### src/rtl/core/c2d_pkg.sv
// Shared constants, payload types and codes of the convolution layer block.
package c2d_pkg;

   // Store geometry.
   localparam int MAX_WIDTH    = 64;
   localparam int MAX_HEIGHT   = 64;
   localparam int MAX_CHANNELS = 16;
   localparam int MAX_FILTERS  = 32;
   localparam int MAX_KERNEL   = 7;
   localparam int MAX_STRIDE   = 7;

   localparam int SAMPLE_DEPTH = MAX_CHANNELS * MAX_HEIGHT * MAX_WIDTH;
   localparam int WEIGHT_DEPTH = MAX_FILTERS * MAX_KERNEL * MAX_KERNEL * MAX_CHANNELS;
   localparam int BIAS_DEPTH   = MAX_FILTERS;

   localparam int SAMPLE_AW = $clog2(SAMPLE_DEPTH);
   localparam int WEIGHT_AW = $clog2(WEIGHT_DEPTH);
   localparam int BIAS_AW   = $clog2(BIAS_DEPTH);
   localparam int CH_W      = $clog2(MAX_CHANNELS);

   // Accumulator holds up to 784 full-scale products plus the scaled bias.
   localparam int ACC_W = 42;

   // Request kinds.
   localparam logic [1:0] KIND_SAMPLE  = 2'd0;
   localparam logic [1:0] KIND_WEIGHT  = 2'd1;
   localparam logic [1:0] KIND_BIAS    = 2'd2;
   localparam logic [1:0] KIND_COMPUTE = 2'd3;

   // Configuration register indexes.
   localparam logic [2:0] CSR_WIDTH    = 3'd0;
   localparam logic [2:0] CSR_HEIGHT   = 3'd1;
   localparam logic [2:0] CSR_CHANNELS = 3'd2;
   localparam logic [2:0] CSR_FILTERS  = 3'd3;
   localparam logic [2:0] CSR_KERNEL   = 3'd4;
   localparam logic [2:0] CSR_STRIDE   = 3'd5;

   // Result status codes.
   localparam logic STATUS_OK      = 1'b0;
   localparam logic STATUS_OUTSIDE = 1'b1;

   typedef struct packed {
      logic [1:0]         kind;
      logic [15:0]        index;
      logic signed [15:0] value;
      logic [4:0]         out_filter;
      logic [5:0]         out_row;
      logic [5:0]         out_col;
   } req_type;

   typedef struct packed {
      logic signed [31:0] result;
      logic               status;
   } rsp_type;

   // Write into one of the stores.
   typedef struct packed {
      logic               en;
      logic [1:0]         kind;
      logic [15:0]        index;
      logic signed [15:0] value;
   } load_type;

   // One multiply-accumulate read issued by the address sequencer.
   typedef struct packed {
      logic                 active;
      logic [SAMPLE_AW-1:0] s_addr;
      logic [WEIGHT_AW-1:0] w_addr;
   } issue_type;

endpackage

### src/rtl/core/c2d_mac.sv
// Shared multiply-accumulate unit with bias preload and 32-bit saturation.
module c2d_mac import c2d_pkg::*; (
   input  logic               clock,
   input  logic               reset,
   input  logic               clear,
   input  logic signed [15:0] bias,
   input  logic               in_vld,
   input  logic signed [15:0] sample,
   input  logic signed [15:0] weight,
   output logic               busy,
   output logic signed [31:0] sat_result
);

   logic                    mul_vld_ff;
   logic signed [31:0]      prod_ff;
   logic signed [31:0]      prod_in;
   logic signed [ACC_W-1:0] acc_ff, acc_in;
   logic                    in_range;

   assign prod_in = sample * weight;

   // Bias enters as Q8.24; each product is registered and added in the cycle after it is formed.
   always_comb begin
      acc_in = acc_ff;
      if (clear) begin
         acc_in = {{(ACC_W - 28){bias[15]}}, bias, 12'b0};
      end else if (mul_vld_ff) begin
         acc_in = acc_ff + ACC_W'(prod_ff);
      end
   end

   // Control state.
   always_ff @(posedge clock) begin
      if (reset) begin
         mul_vld_ff <= 1'b0;
      end else begin
         mul_vld_ff <= in_vld;
      end
   end

   // Product and accumulator.
   always_ff @(posedge clock) begin
      prod_ff <= prod_in;
      acc_ff  <= acc_in;
   end

   // The sum fits when all bits above bit 30 agree.
   assign in_range = (acc_ff[ACC_W-1:31] == '0) || (acc_ff[ACC_W-1:31] == '1);

   always_comb begin
      if (in_range) begin
         sat_result = acc_ff[31:0];
      end else if (acc_ff[ACC_W-1]) begin
         sat_result = 32'sh8000_0000;
      end else begin
         sat_result = 32'sh7fff_ffff;
      end
   end

   assign busy = mul_vld_ff;

endmodule

### config.mk
export PLATFORM = sky130hd
export DESIGN_NAME = c2d_mac
export DESIGN_NICKNAME = d
export VERILOG_FILES = /design/src/rtl/core/c2d_pkg.sv /design/src/rtl/core/c2d_mac.sv
export SDC_FILE = /design/constraint.sdc
export NUM_CORES = 1
export LEC_CHECK = 0
export ABC_AREA = 0
export BUFFER_PORTS_ARGS = -buffer_cell sky130_fd_sc_hd__buf_4
export CAP_MARGIN = 20
export CELL_PAD_IN_SITES_DETAIL_PLACEMENT = 1
export CELL_PAD_IN_SITES_GLOBAL_PLACEMENT = 1
export CORE_MARGIN = 2
export CORE_UTILIZATION = 50
export CTS_BUF_LIST = sky130_fd_sc_hd__clkbuf_16
export CTS_CLUSTER_SIZE = 24
export DETAILED_ROUTE_END_ITERATION = 10
export PLACE_DENSITY_LB_ADDON = 0.3
export SYNTH_ARGS = -nofsm -noshare
export SYNTH_HDL_FRONTEND = slang
export SYNTH_SLANG_ARGS = --single-unit
### constraint.sdc
create_clock -name clock -period 7.3 [get_ports clock]
set_input_delay 0 -clock clock [delete_from_list [all_inputs] [get_ports clock]]
set_output_delay 0 -clock clock [all_outputs]
set_load 0.05 [all_outputs]
* Word-level counts from Yosys, hierarchy flattened *
Index checks and enable logic that the tools add are counted.

word-level totals
  flip-flop bits (word level) = 75
  latch bits = 0
  RAM bits = 0
  ROM bits = 0
  word-level logic and storage cells = 14
  memories kept = 0

operators by class
  $add $sub $neg = 1
  multipliers = 1
  divide/modulo/power cells = 0
  magnitude comparators = 0
  equal/unequal tests = 1
  shift-type cells = 0
  multiplexer cells = 4
  bitwise gates (word level) = 0
  reduce and logical (&&, ||, !) cells = 3

operator list
  cell                                    number
  two-way mux 42 bit                      2
  two-way mux 32 bit                      2
  adder 42 x 32 -> 42 bit                 1
  multiplier 16 x 16 -> 32 bit            1
  == test 11 bit (second input constant)  1
  logical NOT 11 bit                      1
  nonzero test 2 bit                      1
  logical OR 1 bit                        1

* Depth between registers and ports, before layout *
  depth in word-level cells = 3
  depth in mapped cells = 23

* Worst setup path after synthesis *
OpenSTA, ideal clock, no wires.

  path type = input -> register
  start = input port weight[1]
  end = register prod_ff[31]
  data arrival time = 5.467 ns
  slack = 1.761 ns
  stages = 21
  buffers on the path = 2
  cells stage by stage = clkbuf_1 -> nand2_1 -> inv_1 -> fa_1 -> fa_1 -> fa_1 -> fa_1 -> fa_1 -> inv_1 -> fa_1 -> inv_1 -> ha_1 -> buf_2 -> a21o_1 -> a2111oi_4 -> o211ai_1 -> o211ai_2 -> a21oi_1 -> a211o_1 -> a21oi_2 -> xnor2_1

between the ends
  word-level cells in the longest chain between the ends = 1

ends and longest elaborated chain
  element                       RTL line       RTL
  start: declaration            c2d_mac.sv:9   input logic signed [15:0] weight,
  multiplier 16 x 16 -> 32 bit  c2d_mac.sv:20  assign prod_in = sample * weight;
  named net prod_in[31]         c2d_mac.sv:16  logic signed [31:0] prod_in;
  end signal: assignment        c2d_mac.sv:43  prod_ff <= prod_in;
  end: declaration              c2d_mac.sv:15  logic signed [31:0] prod_ff;

The timed path passes the listed nets, and every way through them passes these cells.
A chain may end at the register's enable or synchronous reset.

* Worst setup path after layout *
Same ends and word-level chain as after synthesis.

==> key figures <==
Clock network
  • TritonCTS clock tree: yes
  • Worst-path clk slew: approximately 0.060 ns
  • Clock sink count: 75
  • Worst-case clock buffer depth: 2
  • CTS buffer count: 9
  • CTS H-tree depth: 3
  • Post-CTS Setup Bufs: 0
  • CTS hold repair buffers: 17
  • CTS root buf: clkbuf_16
  • Clock Latency Late Sink: around 0.34 ns
  • # resized after CTS: 0

Place
  • Placed Area: between 15000 and 20000 sq um
  • GPL Wtd Cong: between 0.8 and 0.9
  • DP HPWL: 33.2 mm
  • PortBufs: 84

Floorplan
  • Starting density of the core: 0.510
  • Row cnt: a little over 60
  • Die area: 30800 sq um
  • Die Y-Extent: 175 um
  • Die Wd: approximately 180 um
  • Core Area: 28800 sq um
  • Top-Level Pins: between 80 and 90

Yosys
  • Synth top area share: 0.358
  • Post-Syn Area: 14700 sq um
  • Yosys warning total: 0
  • Yosys top cell by area: fa_1
  • Top-count cell post-synth: inv_1
  • Top post-synthesis cells by area: fa_1, ha_1, inv_1
  • Async SR Flop Fraction: 0
  • Yosys reg bits: 75
  • Sequential area share after synthesis: 0.123
  • Post-synth EDFFs: 30
  • Syn_area_per_cell: 9.14 sq um
  • Mapped Cells: about 1600
  • Distinct cell type count after synthesis: 78
  • Synth cell count leaders: inv_1, fa_1, nand2_1
  • Top FF cell, synth: dfxtp_1
  • Net Count, Synth: 2045

Global routing
  • First-pass GRT wire length: around 68 mm
  • Vias in the first global route: 12800
  • GRT Resource Usage Total: 0.275
  • Total gr overflow: 0
  • Initial antenna violation count: 0
  • Largest net degree at the start of global routing: 35

Worst setup path
  • Worst setup EP type: flop
  • CP max FO: 16
  • Crit path arrival time: between 5 and 6 ns
  • CP Launch Type: input pin
  • Req. time, crit path: about 7.5 ns
  • Reg2Reg Depth: 11
  • Crit path kind: input pin to flop

Route
  • Post-DR vias/cell: 5.53
  • Antenna-violating nets left: 0
  • DR vias: between 10000 and 15000
  • Initial DRT Pass Iterations: 5
  • Wire per inst: 19.7 um
  • DR iter-0 viols: 704
  • DRC Markers: 0
  • Total wire length: 40.6 mm

Final layout
  • Design area: roughly 16000 sq um
  • Nets: 2109
  • Ant diodes: 0
  • Final core occ: 0.558
  • Area Growth Syn to Fin: 9.36%
  • Layout cells sized above 1: 0.0817

Timing
  • Layout Skew: ~0.007 ns
  • Final Max Tran Viols: 0
  • Slew @ Worst Pin: around 1 ns
  • # setup viols final: 0
  • Hold Vio Cnt, Final: 0
  • TNS Setup: 0 ns
  • Fin crit period: ~5.6 ns
  • Final period utilization: 0.769
  • RSZ-0062 raised after global routing: false
  • Max Freq: 178 MHz
  • Max transition margin: 0.338

Flow run
  • Max Cap Viol: 0

Hold path
  • Cells on Worst Hold Path: 2
  • Hold/Removal Path Class: input pin to flop

Status
  • Status: finished, final reports clean
==> kinds of logic (layout without fill, tap and decap cells) <==
family | count (synthesis) | in the layout | synth area share
flip-flops | 75 | 75 | 0.123
adder cells (fa/ha/maj) | 386 | 386 | 0.463
AO/OA/AOI/OAI | 269 | 269 | 0.129
XOR/XNOR | 57 | 57 | 0.0340
multiplexers | 3 | 3 | 0.00213
AND/OR/NAND/NOR | 457 | 457 | 0.154
buffers and inverters | 360 | 429 | 0.0946
==> placed cells by master (no fill, tap or decap), types with 8 or more instances in the layout <==
master           n
nand2b_1         9
a21oi_1         50
xnor2_1         42
xor2_1          15
inv_1          307
a31oi_1         11
ha_1           123
edfxtp_1        30
a21o_1          40
o21a_1          22
o21ai_0         61
buf_4           88
nor2_1          57
nand4_1          8
nand2_1        180
dlygate4sd3_1   17
dfxtp_1         45
fa_1           263
and2_1         124
nor3_1          18
clkbuf_16       10
nand3_1         19
a211oi_1         9
==> area by class of cell <==
class | count | area, sq um
timing repair buffer | 105 | 831
clock buffer | 10 | 250
sequential | 75 | 1800
inverter | 308 | 1160
multi-input combinational | 1172 | 11500
clock inverter | 6 | 42.5
tap | 384 | 480
fill | 3356 | 12700
==> registers in the layout (all words and copies together), names as in the netlist <==
| name | count |
|---|---|
| acc_ff | 42 |
| busy | 1 |
| prod_ff | 32 |
==> final timing paths <==
| check | end | slack [ns] | start |
|---|---|---|---|
| setup reg to reg | acc_ff[30] | 4.09 | acc_ff[0] |
| hold / removal | prod_ff[0] | 0.06 | weight[0] |
| setup / recovery | prod_ff[31] | 1.69 | weight[1] |
| hold reg to reg | acc_ff[4] | 0.49 | acc_ff[4] |
==> stage by stage <==
| step | instances | hold slack [ns] | worst slack (ns) |
|---|---|---|---|
| 2_1_floorplan | 1607 | 0.0716 | 1.76 |
| 3_3_place_gp | 2027 | 0.158 | 1.55 |
| 3_5_place_dp | 2027 | 0.162 | 1.33 |
| 4_1_cts | 2060 | 0.0531 | 1.69 |
| 5_1_grt | 2060 | 0.0743 | 1.40 |
| 6_report | 2060 | 0.0642 | 1.69 |
==> worst max-delay path, cell delays in order <==
cell and delay, ns:
buf_4 0.17, nand2_1 0.13, inv_1 0.10, fa_1 0.76, fa_1 0.51, fa_1 0.50
fa_1 0.53, fa_1 0.53, inv_1 0.06, fa_1 0.48, inv_1 0.04, ha_1 0.37
a21o_1 0.25, a2111oi_4 0.38, o211ai_1 0.15, o211ai_2 0.19, a21oi_1 0.14, a211o_1 0.31
a21oi_2 0.16, xnor2_1 0.07
==> routing by layer <==
layer / up-vias / GRT usage / wire length (um)
met4: 0 / 0.0410 / 419
met1: 5826 / 0.379 / 18400
met3: 40 / 0.0284 / 1810
met2: 274 / 0.481 / 20000
li1: 5247 / - / -
met5: - / 0 / 0
Power is left out: the tool's default activity adds up to more than one toggle a clock period on the data nets, which glitch-free logic cannot reach.
