[config.mk]
export PLATFORM = sky130hd
export DESIGN_NAME = c2d_agu
export DESIGN_NICKNAME = d
export VERILOG_FILES = /design/src/rtl/core/c2d_pkg.sv /design/src/rtl/core/c2d_agu.sv
export SDC_FILE = /design/constraint.sdc
export NUM_CORES = 1
export LEC_CHECK = 0
export ABC_AREA = 1
export BUFFER_PORTS_ARGS = -buffer_cell sky130_fd_sc_hd__buf_2
export CORE_ASPECT_RATIO = 0.7
export CORE_MARGIN = 10
export CORE_UTILIZATION = 58
export DETAILED_ROUTE_END_ITERATION = 12
export GPL_TIMING_DRIVEN = 0
export HOLD_SLACK_MARGIN = 0.1
export PLACE_DENSITY = 0.9
export SLEW_MARGIN = 30
export SYNTH_ARGS = -nofsm -noshare
export SYNTH_HDL_FRONTEND = slang
export SYNTH_SLANG_ARGS = --single-unit
[constraint.sdc]
create_clock -name clock -period 2.3 [get_ports clock]
set_input_delay 0.115 -clock clock [delete_from_list [all_inputs] [get_ports clock]]
set_output_delay 0.115 -clock clock [all_outputs]
set_load 0.02 [all_outputs]
[src/rtl/core/c2d_pkg.sv]
// Shared constants, payload types and codes of the convolution layer block.
package c2d_pkg;

   // Store geometry.
   localparam int MAX_WIDTH    = 64;
   localparam int MAX_HEIGHT   = 64;
   localparam int MAX_CHANNELS = 16;
   localparam int MAX_FILTERS  = 32;
   localparam int MAX_KERNEL   = 7;
   localparam int MAX_STRIDE   = 7;

   localparam int SAMPLE_DEPTH = MAX_CHANNELS * MAX_HEIGHT * MAX_WIDTH;
   localparam int WEIGHT_DEPTH = MAX_FILTERS * MAX_KERNEL * MAX_KERNEL * MAX_CHANNELS;
   localparam int BIAS_DEPTH   = MAX_FILTERS;

   localparam int SAMPLE_AW = $clog2(SAMPLE_DEPTH);
   localparam int WEIGHT_AW = $clog2(WEIGHT_DEPTH);
   localparam int BIAS_AW   = $clog2(BIAS_DEPTH);
   localparam int CH_W      = $clog2(MAX_CHANNELS);

   // Accumulator holds up to 784 full-scale products plus the scaled bias.
   localparam int ACC_W = 42;

   // Request kinds.
   localparam logic [1:0] KIND_SAMPLE  = 2'd0;
   localparam logic [1:0] KIND_WEIGHT  = 2'd1;
   localparam logic [1:0] KIND_BIAS    = 2'd2;
   localparam logic [1:0] KIND_COMPUTE = 2'd3;

   // Configuration register indexes.
   localparam logic [2:0] CSR_WIDTH    = 3'd0;
   localparam logic [2:0] CSR_HEIGHT   = 3'd1;
   localparam logic [2:0] CSR_CHANNELS = 3'd2;
   localparam logic [2:0] CSR_FILTERS  = 3'd3;
   localparam logic [2:0] CSR_KERNEL   = 3'd4;
   localparam logic [2:0] CSR_STRIDE   = 3'd5;

   // Result status codes.
   localparam logic STATUS_OK      = 1'b0;
   localparam logic STATUS_OUTSIDE = 1'b1;

   typedef struct packed {
      logic [1:0]         kind;
      logic [15:0]        index;
      logic signed [15:0] value;
      logic [4:0]         out_filter;
      logic [5:0]         out_row;
      logic [5:0]         out_col;
   } req_type;

   typedef struct packed {
      logic signed [31:0] result;
      logic               status;
   } rsp_type;

   // Write into one of the stores.
   typedef struct packed {
      logic               en;
      logic [1:0]         kind;
      logic [15:0]        index;
      logic signed [15:0] value;
   } load_type;

   // One multiply-accumulate read issued by the address sequencer.
   typedef struct packed {
      logic                 active;
      logic [SAMPLE_AW-1:0] s_addr;
      logic [WEIGHT_AW-1:0] w_addr;
   } issue_type;

endpackage

[src/rtl/core/c2d_agu.sv]
// Address sequencer that walks channel, kernel row and kernel column of one window.
module c2d_agu import c2d_pkg::*; (
   input  logic                 clock,
   input  logic                 reset,
   input  logic                 start,
   input  logic [SAMPLE_AW-1:0] sbase,
   input  logic [WEIGHT_AW-1:0] wbase,
   input  logic [2:0]           k,
   input  logic [4:0]           c,
   input  logic [6:0]           w,
   input  logic [12:0]          hw,
   output issue_type            issue
);

   logic                 active_ff, active_in;
   logic [2:0]           kc_ff, kc_in;
   logic [2:0]           kr_ff, kr_in;
   logic [CH_W-1:0]      ch_ff, ch_in;
   logic [SAMPLE_AW-1:0] s_addr_ff, s_addr_in;
   logic [SAMPLE_AW-1:0] row_ff, row_in;
   logic [SAMPLE_AW-1:0] chan_ff, chan_in;
   logic [WEIGHT_AW-1:0] w_addr_ff, w_addr_in;

   logic                 kc_last;
   logic                 kr_last;
   logic                 ch_last;
   logic [SAMPLE_AW-1:0] chan_next;
   logic [SAMPLE_AW-1:0] row_next;

   assign kc_last   = (kc_ff == (k - 3'd1));
   assign kr_last   = (kr_ff == (k - 3'd1));
   assign ch_last   = (5'(ch_ff) == (c - 5'd1));
   assign chan_next = chan_ff + SAMPLE_AW'(hw);
   assign row_next  = row_ff + SAMPLE_AW'(w);

   // Next tap: step the column, wrap into the next image row, then the next channel.
   // The weight address is simply sequential over the whole filter.
   always_comb begin
      active_in = active_ff;
      kc_in     = kc_ff;
      kr_in     = kr_ff;
      ch_in     = ch_ff;
      s_addr_in = s_addr_ff;
      row_in    = row_ff;
      chan_in   = chan_ff;
      w_addr_in = w_addr_ff;
      if (start) begin
         active_in = 1'b1;
         kc_in     = '0;
         kr_in     = '0;
         ch_in     = '0;
         s_addr_in = sbase;
         row_in    = sbase;
         chan_in   = sbase;
         w_addr_in = wbase;
      end else if (active_ff) begin
         w_addr_in = w_addr_ff + WEIGHT_AW'(1);
         if (kc_last) begin
            kc_in = '0;
            if (kr_last) begin
               kr_in     = '0;
               ch_in     = ch_ff + CH_W'(1);
               chan_in   = chan_next;
               row_in    = chan_next;
               s_addr_in = chan_next;
               if (ch_last) begin
                  active_in = 1'b0;
               end
            end else begin
               kr_in     = kr_ff + 3'd1;
               row_in    = row_next;
               s_addr_in = row_next;
            end
         end else begin
            kc_in     = kc_ff + 3'd1;
            s_addr_in = s_addr_ff + SAMPLE_AW'(1);
         end
      end
   end

   // Control state.
   always_ff @(posedge clock) begin
      if (reset) begin
         active_ff <= 1'b0;
      end else begin
         active_ff <= active_in;
      end
   end

   // Counters and addresses.
   always_ff @(posedge clock) begin
      kc_ff     <= kc_in;
      kr_ff     <= kr_in;
      ch_ff     <= ch_in;
      s_addr_ff <= s_addr_in;
      row_ff    <= row_in;
      chan_ff   <= chan_in;
      w_addr_ff <= w_addr_in;
   end

   assign issue.active = active_ff;
   assign issue.s_addr = s_addr_ff;
   assign issue.w_addr = w_addr_ff;

endmodule

Yosys cells after proc, flatten, opt, wreduce, memory -nomap -nowiden

Index checks and enable logic that the tools add are counted.

Register bits: 74
Bits of input ports: 62
Logic and storage cells: 47
Output and inout bits: 32

$add $sub $neg: 9
Reductions and logical operators: 7
Equal/unequal tests: 3
Multiplexer cells: 20

Operators by type and width:

| operator                | count |
|---|---|
| $mux W16                | 11 |
| $mux W15                | 2 |
| $add A16 B1 Y16 const B | 1 |
| $add A16 B13 Y16        | 1 |
| $add A16 B7 Y16         | 1 |
| $add A15 B1 Y15 const B | 1 |
| $add A3 B1 Y3 const B   | 2 |
| $eq A3 B3 Y1            | 2 |
| $mux W3                 | 2 |
| $reduce_and A3 Y1       | 2 |
| $reduce_bool A2 Y1      | 3 |
| $eq A4 B5 Y1            | 1 |
| $mux W1                 | 5 |
| $sub A5 B1 Y5 const B   | 1 |
| $add A4 B1 Y4 const B   | 1 |
| $reduce_and A2 Y1       | 2 |
| $sub A3 B1 Y3 const B   | 1 |

Longest topological paths before layout

Gate-level depths: netlist of run 1.

Depth after elaboration: 7
Gate-level depth with buffers: 16
Gate-level depth less buffers: 16

Least setup slack after synthesis of run 1

No wires, ideal clock.

Kind: register to register
From: register row_ff[0]
To: register row_ff[10], data pin
Path slack: 0.329 ns
Arrival time: 1.718 ns
Required time: 2.047 ns
Buffers on the path: 0
Stages on the path, launching flop included: 12
Period minus slack after synthesis: 1.971 ns
Library setup time: 0.253 ns
Cells stage by stage: edfxtp_1 > ha_1 > fa_1 > nand2_1 > nand2_1 > nand3_1 > nand2_1 > a21oi_1 > xor2_1 > nand2_1 > nand3_1 > nand2_1

Longest elaborated chain between the ends: 5

Ends and longest elaborated chain:

| element                | line          | source |
|---|---|---|
| from (decl)            | c2d_agu.sv:20 | `logic [SAMPLE_AW-1:0] row_ff, row_in;` |
| from (signal assigned) | c2d_agu.sv:96 | `row_ff <= row_in;` |
| $add A16 B7 Y16        | c2d_agu.sv:34 | `assign row_next = row_ff + SAMPLE_AW'(w);` |
| $mux W16               | c2d_agu.sv:60 | `if (kr_last) begin` |
| $mux W16               | c2d_agu.sv:58 | `if (kc_last) begin` |
| $mux W16               | c2d_agu.sv:56 | `end else if (active_ff) begin` |
| $mux W16               | c2d_agu.sv:47 | `if (start) begin` |
| named net row_in[10]   | c2d_agu.sv:20 |  |

The timed path passes the listed nets, and every way through them passes these cells. The select of a mux whose other input is x is not followed.
A chain may end at the register's enable or synchronous reset.

Worst setup path in the final report of run 1

From: register row_ff[0]
To: register s_addr_ff[4], data pin

Longest elaborated chain between the ends: 5

Ends and longest elaborated chain:

| element                | line          | source |
|---|---|---|
| $add A16 B7 Y16        | c2d_agu.sv:34 |  |
| $mux W16               | c2d_agu.sv:60 |  |
| $mux W16               | c2d_agu.sv:58 |  |
| $mux W16               | c2d_agu.sv:56 |  |
| $mux W16               | c2d_agu.sv:47 |  |
| named net s_addr_in[4] | c2d_agu.sv:19 | `logic [SAMPLE_AW-1:0] s_addr_ff, s_addr_in;` |
| to (signal assigned)   | c2d_agu.sv:95 | `s_addr_ff <= s_addr_in;` |
| to (decl)              | c2d_agu.sv:19 |  |

The timed path passes the listed nets, and every way through them passes these cells. The select of a mux whose other input is x is not followed.

==> impl_metrics.tcl, run 1 <==
set metrics [dict create \
    final_cell_area_um2 6734 \
    overflow 0 \
    io_pins 94 \
    clk_latency_ns 0.35 \
    finalHoldViolations 0 \
    cts_buffers 9 \
    grt_max_degree 33 \
    place_congestion 0.9785 \
    synth_top_cell_area_share_pct 33.94 \
    layout_commonest_cell "nand2_1" \
    synth_enable_flop_cells 63 \
    routed-via-count 5743 \
    root_buffer "clkbuf_16" \
    critPathKind "flop to flop" \
    fin_crit_sh_pct 95.36 \
    slew_headroom_pct 39.85 \
    core_area_um2 9216 \
    path_delay_family "adder cells" \
    maxSlewViolCount 0 \
    die_x_um 137.2 \
    swShare_pct 35.20 \
    crit_path_end_kind "flop" \
    drt_wl_total_um 18140 \
    clockBufferDepth 2 \
    clk_pin_slew_ns 0.07 \
    setup_viol 0 \
    cp_num_buf_inv 0 \
    power_density_nw_per_um2 746.7 \
    place_area_um2 6192 \
    worst_ep_required_time_ns 2.50 \
    reg2regPathDepth 10 \
    drc_errors 0 \
    comb_power_share_pct 30.7 \
    ant_nets 0 \
    area_delta_synth_final_pct 20.81 \
    crit_slowest_cell "edfxtp_1" \
    row_count 29 \
    clock-sinks 74 \
    crit_path_start_kind "flop" \
    p_sw_mw 1.770 \
    syn_inst 736 \
    grt_pass1_wl_um 27990 \
    cap_viol_max_count 0 \
    status "finished, final reports clean" \
    post_cts_buffers 0 \
    ys_types 49 \
    peakVddDrop_uv 538.7 \
    seq_power_share_pct 36.1 \
    hold_depth 3 \
    final_cell_mix "241 x nand2_1, 97 x buf_2, 84 x inv_1" \
    dp_hpwl_um 13100 \
    yosysSeqAreaShare_pct 37.89 \
    htreeDepth 3 \
    hold_path_class "input port to flop" \
    synth_flop_cell "edfxtp_1" \
    fp.dieH_um 102.0 \
    port_buffers 92 \
    p_int_mw 3.258 \
    syn_nets 827 \
    pwr-share-clk_pct 33.1 \
    netlist_area_um2 5574 \
    worstPathMaxFanout 4 \
    syn_avg_cell_area_um2 7.573 \
    wire_per_inst_um 18.44 \
    drt_iter0_drc 943 \
    final_nets 946 \
    p_leak_nw 3.277 \
    drive_above_1_share_pct 19.65 \
    antenna_cells 0 \
    crit_arrival_ns 2.40 \
    async_reset_ff_share_pct 0 \
    first_global_vias 5664 \
    crit_chain "ha_4 > fa_2 > nand2_2 > nand2_1 > and2_1 > xor2_2 > o21ai_2 > o21ai_2 > nor2_1 > nor2_1" \
    grt_usage_pct 25.42 \
    skew_ns 0.01012 \
    post-synth-top-area-cell "edfxtp_1" \
    max_stage_delay_ns 0.42 \
    dr.pass1.iters 8 \
    fin_crit_ns 2.193 \
    synth_area_leaders "edfxtp_1 34%, nand2_1 17%, ha_1 6.1%" \
    tritoncts "done" \
    yosys_warnings 0 \
    die-area_um2 13990 \
    start_util_pct 60.48 \
    antenna_found_initial 0 \
    yosys_register_bits 74 \
    fmax_mhz 455.9 \
    worst_slew_pin_slew_ns 0.9000 \
    cp.depth 10 \
    avgViaCountPerCell 5.836 \
    final_util_pct 73.07 \
]
## layer usage
metal,GRT usage [%],share of wire [%]
met1,31.01,39
met2,40.07,45
met3,8.676,12
met4,11.55,4.2
met5,0,0
## power groups by stage
stage          combinational, mW  clock (mW)  sequential [mW]
2_1_floorplan              0.901           0             1.89
5_1_grt                     1.68        1.69             1.83
4_1_cts                     1.47        1.63             1.80
3_5_place_dp                1.42           0             1.83
6_report                    1.55        1.67             1.82
3_3_place_gp                1.37           0             1.82
## synth_stat cells (5+ instances only)
cell type	n
xor2_1	26
a21oi_1	19
buf_2	5
dfxtp_1	11
nand3_2	5
nand2_2	6
o21ai_0	25
nand2_1	246
nand4_1	12
o21ai_1	11
inv_1	84
nor2_1	51
xnor2_1	15
nor2_2	6
ha_1	27
edfxtp_1	63
nand3_1	60
## through the flow
stage               setup slack (ns)  std cells  hold slack (ns)  total power [mW]   TNS [ns]
floorplan                     0.3286        736           0.2632             2.789          0
global placement            -0.08650        952           0.3587             3.196     -2.144
detailed placement           -0.1698        952           0.3742             3.243     -4.856
CTS                          0.01863        984           0.1244             4.905          0
global route               -0.009224        984           0.1385             5.195  -0.009224
finish                        0.1067        984           0.1290             5.028          0
## flip-flops by register name, summed over array words and instances, names as in the netlist
register and cells:
chan_ff 16, active_ff 1, ch_ff 4, kr_ff 3
s_addr_ff 16, kc_ff 3, row_ff 16, w_addr_ff 15
## path summary, 6_finish.rpt
check / from / to / slack, ns
max reg2reg: row_ff[0] / s_addr_ff[4] / 0.11
min: sbase[5] / chan_ff[5] / 0.13
min reg2reg: kc_ff[0] / kc_ff[0] / 0.53
max: row_ff[0] / s_addr_ff[4] / 0.11
## worst reg2reg max path: stages (launching register included)
cell	delay (ns)
edfxtp_1	0.42
ha_4	0.22
fa_2	0.35
nand2_2	0.09
nand2_1	0.09
and2_1	0.17
xor2_2	0.25
o21ai_2	0.09
o21ai_2	0.19
nor2_1	0.07
nor2_1	0.10
## area by class of cell
| cell class | count | area (um^2) |
|---|---|---|
| repair buffers | 108 | 620.6 |
| plain buffers | 14 | 92.59 |
| well taps | 124 | 155.1 |
| multi-input cells | 560 | 3075 |
| inverters | 88 | 340.3 |
| clock buffers | 11 | 232.7 |
| fillers | 687 | 2482 |
| clock inverters | 5 | 105.1 |
| flip-flops and latches | 74 | 2112 |
## kinds of logic after synthesis
family                     Yosys count  synth area share, %
and+or+nand+nor                    414                33.13
buffers and inverters              102                7.767
AOI/OAI and AO/OA                   75                7.811
DFF                                 74                37.89
xor gates and xnor gates            41                6.442
adders and majority gates           29                6.779
muxes                                1               0.1796
## what timing repair did
| item | in CTS | in global routing |
|---|---|---|
| hold buffers | 16 | 0 |
| endpoints found under the setup margin | 2 | 10 |
| cloned | 0 | 0 |
| hold endpoints to repair | 16 | 0 |
| resized for setup | 2 | 11 |
Note: power is estimated with default switching activity, not from simulation.
==> inputs of run 2 (changes only) <==
--- a/config.mk
+++ b/config.mk
@@ -14,6 +14,7 @@
 export GPL_TIMING_DRIVEN = 0
 export HOLD_SLACK_MARGIN = 0.1
 export PLACE_DENSITY = 0.9
+export SETUP_SLACK_MARGIN = 0.3
 export SLEW_MARGIN = 30
 export SYNTH_ARGS = -nofsm -noshare
 export SYNTH_HDL_FRONTEND = slang
==> run 2 against run 1 <==
  * Clock power about the same
  * Highest routed layer unchanged
  * Routed wire length is 13% higher
  * Largest cell class unchanged
  * Hold slack improved by 0.014 ns
  * Critical endpoint unchanged
==> impl_metrics.tcl, run 2 (same netlist as run 1, synthesis figures left out) <==
set metrics [dict create \
    drc_errors 0 \
    final_cell_area_um2 7291 \
    rsz0062_at_grt "true" \
    grt_max_degree 33 \
    maxSlewViolCount 0 \
    worstPathMaxFanout 3 \
    root_buffer "clkbuf_16" \
    crit_path_end_kind "flop" \
    crit_path_start_kind "flop" \
    pwr-share-clk_pct 31.1 \
    die_x_um 137.2 \
    first_global_vias 5783 \
    wire_per_inst_um 20.53 \
    final_cell_mix "216 x nand2_1, 97 x buf_2, 84 x inv_1" \
    setup_slack_ns 0.07143 \
    crit_chain "ha_4 > fa_2 > nand2_2 > nand2_2 > and2_4 > xor2_4 > o21ai_2 > o21ai_2 > nor2_1 > nor2_1" \
    multi_input_area_um2 3540 \
    setup_viol 0 \
    grt_pass1_wl_um 28810 \
    drt_wl_total_um 20460 \
    grt_usage_pct 26.21 \
    drive_above_1_share_pct 29.93 \
    layout_commonest_cell "nand2_1" \
    fill_cells 548 \
    core_area_um2 9216 \
    port_buffers 92 \
    seq_power_share_pct 34.0 \
    final_cell_count_no_fill 997 \
    regArea_um2 2112 \
    fin_setup_tns_ns 0 \
    peakVddDrop_uv 563.7 \
    drt_iter0_drc 1134 \
    slew_headroom_pct 45.83 \
    place_area_um2 6192 \
    fp.dieH_um 102.0 \
    comb_power_share_pct 34.9 \
    reg2reg_slack_ns 0.07 \
    final_util_pct 79.11 \
    crit_slowest_cell "edfxtp_1" \
    dr.pass1.iters 7 \
    die-area_um2 13990 \
    pre_cts_ws_ns -0.1698 \
    p_sw_mw 1.974 \
    crit_arrival_ns 2.33 \
    start_util_pct 60.48 \
    tritoncts "done" \
    overflow 0 \
    worst_ep_required_time_ns 2.40 \
    fin_crit_sh_pct 96.89 \
    fmax_mhz 448.7 \
    power_density_nw_per_um2 738.8 \
    area_delta_synth_final_pct 30.80 \
    dp_hpwl_um 13100 \
    worst_slew_pin_slew_ns 0.8097 \
    hold_slack_ns 0.1432 \
    routed-via-count 6184 \
    final_nets 958 \
    clockBufferDepth 2 \
    cp_num_buf_inv 0 \
    p_int_mw 3.413 \
    path_delay_family "adder cells" \
    skew_ns 0.01458 \
    cap_viol_max_count 0 \
    max_stage_delay_ns 0.43 \
    p_leak_nw 3.407 \
    antenna_found_initial 0 \
    swShare_pct 36.64 \
    avgViaCountPerCell 6.203 \
    row_count 29 \
    clk_latency_ns 0.36 \
    clock-sinks 74 \
    critPathKind "flop to flop" \
    hold_path_class "input port to flop" \
    cts_buffers 9 \
    finalHoldViolations 0 \
    place_inst 952 \
    htreeDepth 3 \
    clk_pin_slew_ns 0.07 \
    p_total_mw 5.387 \
    fin_crit_ns 2.229 \
    status "finished, final reports clean" \
    place_congestion 0.9785 \
    ant_nets 0 \
    io_pins 94 \
    top_regs "chan_ff (16), row_ff (16), s_addr_ff (16)" \
]
-- run 2: cell count changes in the layout (fill, tap and decap cells not counted), moves of 10 or more --
cell     previous run  this run
nand3_2             6        23
ha_4                1        11
nand2_2            11        31
buf_4               1        13
nand2_1           241       216
nand3_1            59        41
ha_1               26        13
-- run 2: timing repair --
item	CTS	global route
setup endpoints to repair	52	33
setup buffers	3	9
hold buffers	16	0
endpoints found under the hold margin	16	0
gates resized for setup	30	88
pin swaps	9	19
-- run 2: layout make-up --
class | count | share of cell area, %
diodes | 1 | 0.03432
repair buffers | 120 | 9.748
well taps | 124 | 2.128
multi-input cells | 560 | 48.55
flip-flops and latches | 74 | 28.97
inverters | 88 | 4.668
plain buffers | 14 | 1.270
clock inverters | 5 | 1.442
clock buffers | 11 | 3.192
-- run 2: worst reg2reg max path, cell delays in order, from the launching register on --
cell	delay, ns
edfxtp_1	0.43
ha_4	0.21
fa_2	0.36
nand2_2	0.10
nand2_2	0.08
and2_4	0.16
xor2_4	0.17
o21ai_2	0.19
o21ai_2	0.09
nor2_1	0.14
nor2_1	0.06
-- run 2: power groups by stage --
stage / Combinational, mW / Clock, mW / Sequential, mW
detailed placement: 1.42 / 0 / 1.83
finish: 1.88 / 1.67 / 1.83
global route: 2.00 / 1.69 / 1.84
CTS: 1.53 / 1.63 / 1.81
global placement: 1.37 / 0 / 1.82
floorplan: 0.901 / 0 / 1.89
-- run 2: path summary, 6_finish.rpt --
path | startpoint | end | cells past startpoint
max | row_ff[0] | s_addr_ff[4] | 10
min | sbase[11] | chan_ff[11] | 3
max reg2reg | row_ff[0] | s_addr_ff[4] | 10
min reg2reg | kr_ff[1] | kr_ff[1] | 2
-- run 2: layer usage --
metal,track usage (%),vias to the layer above,share of wire [%]
li1,-,2677,-
met1,31.46,2780,35
met2,41.29,557,45
met3,9.510,170,14
met4,12.44,0,6.4
met5,0,-,0
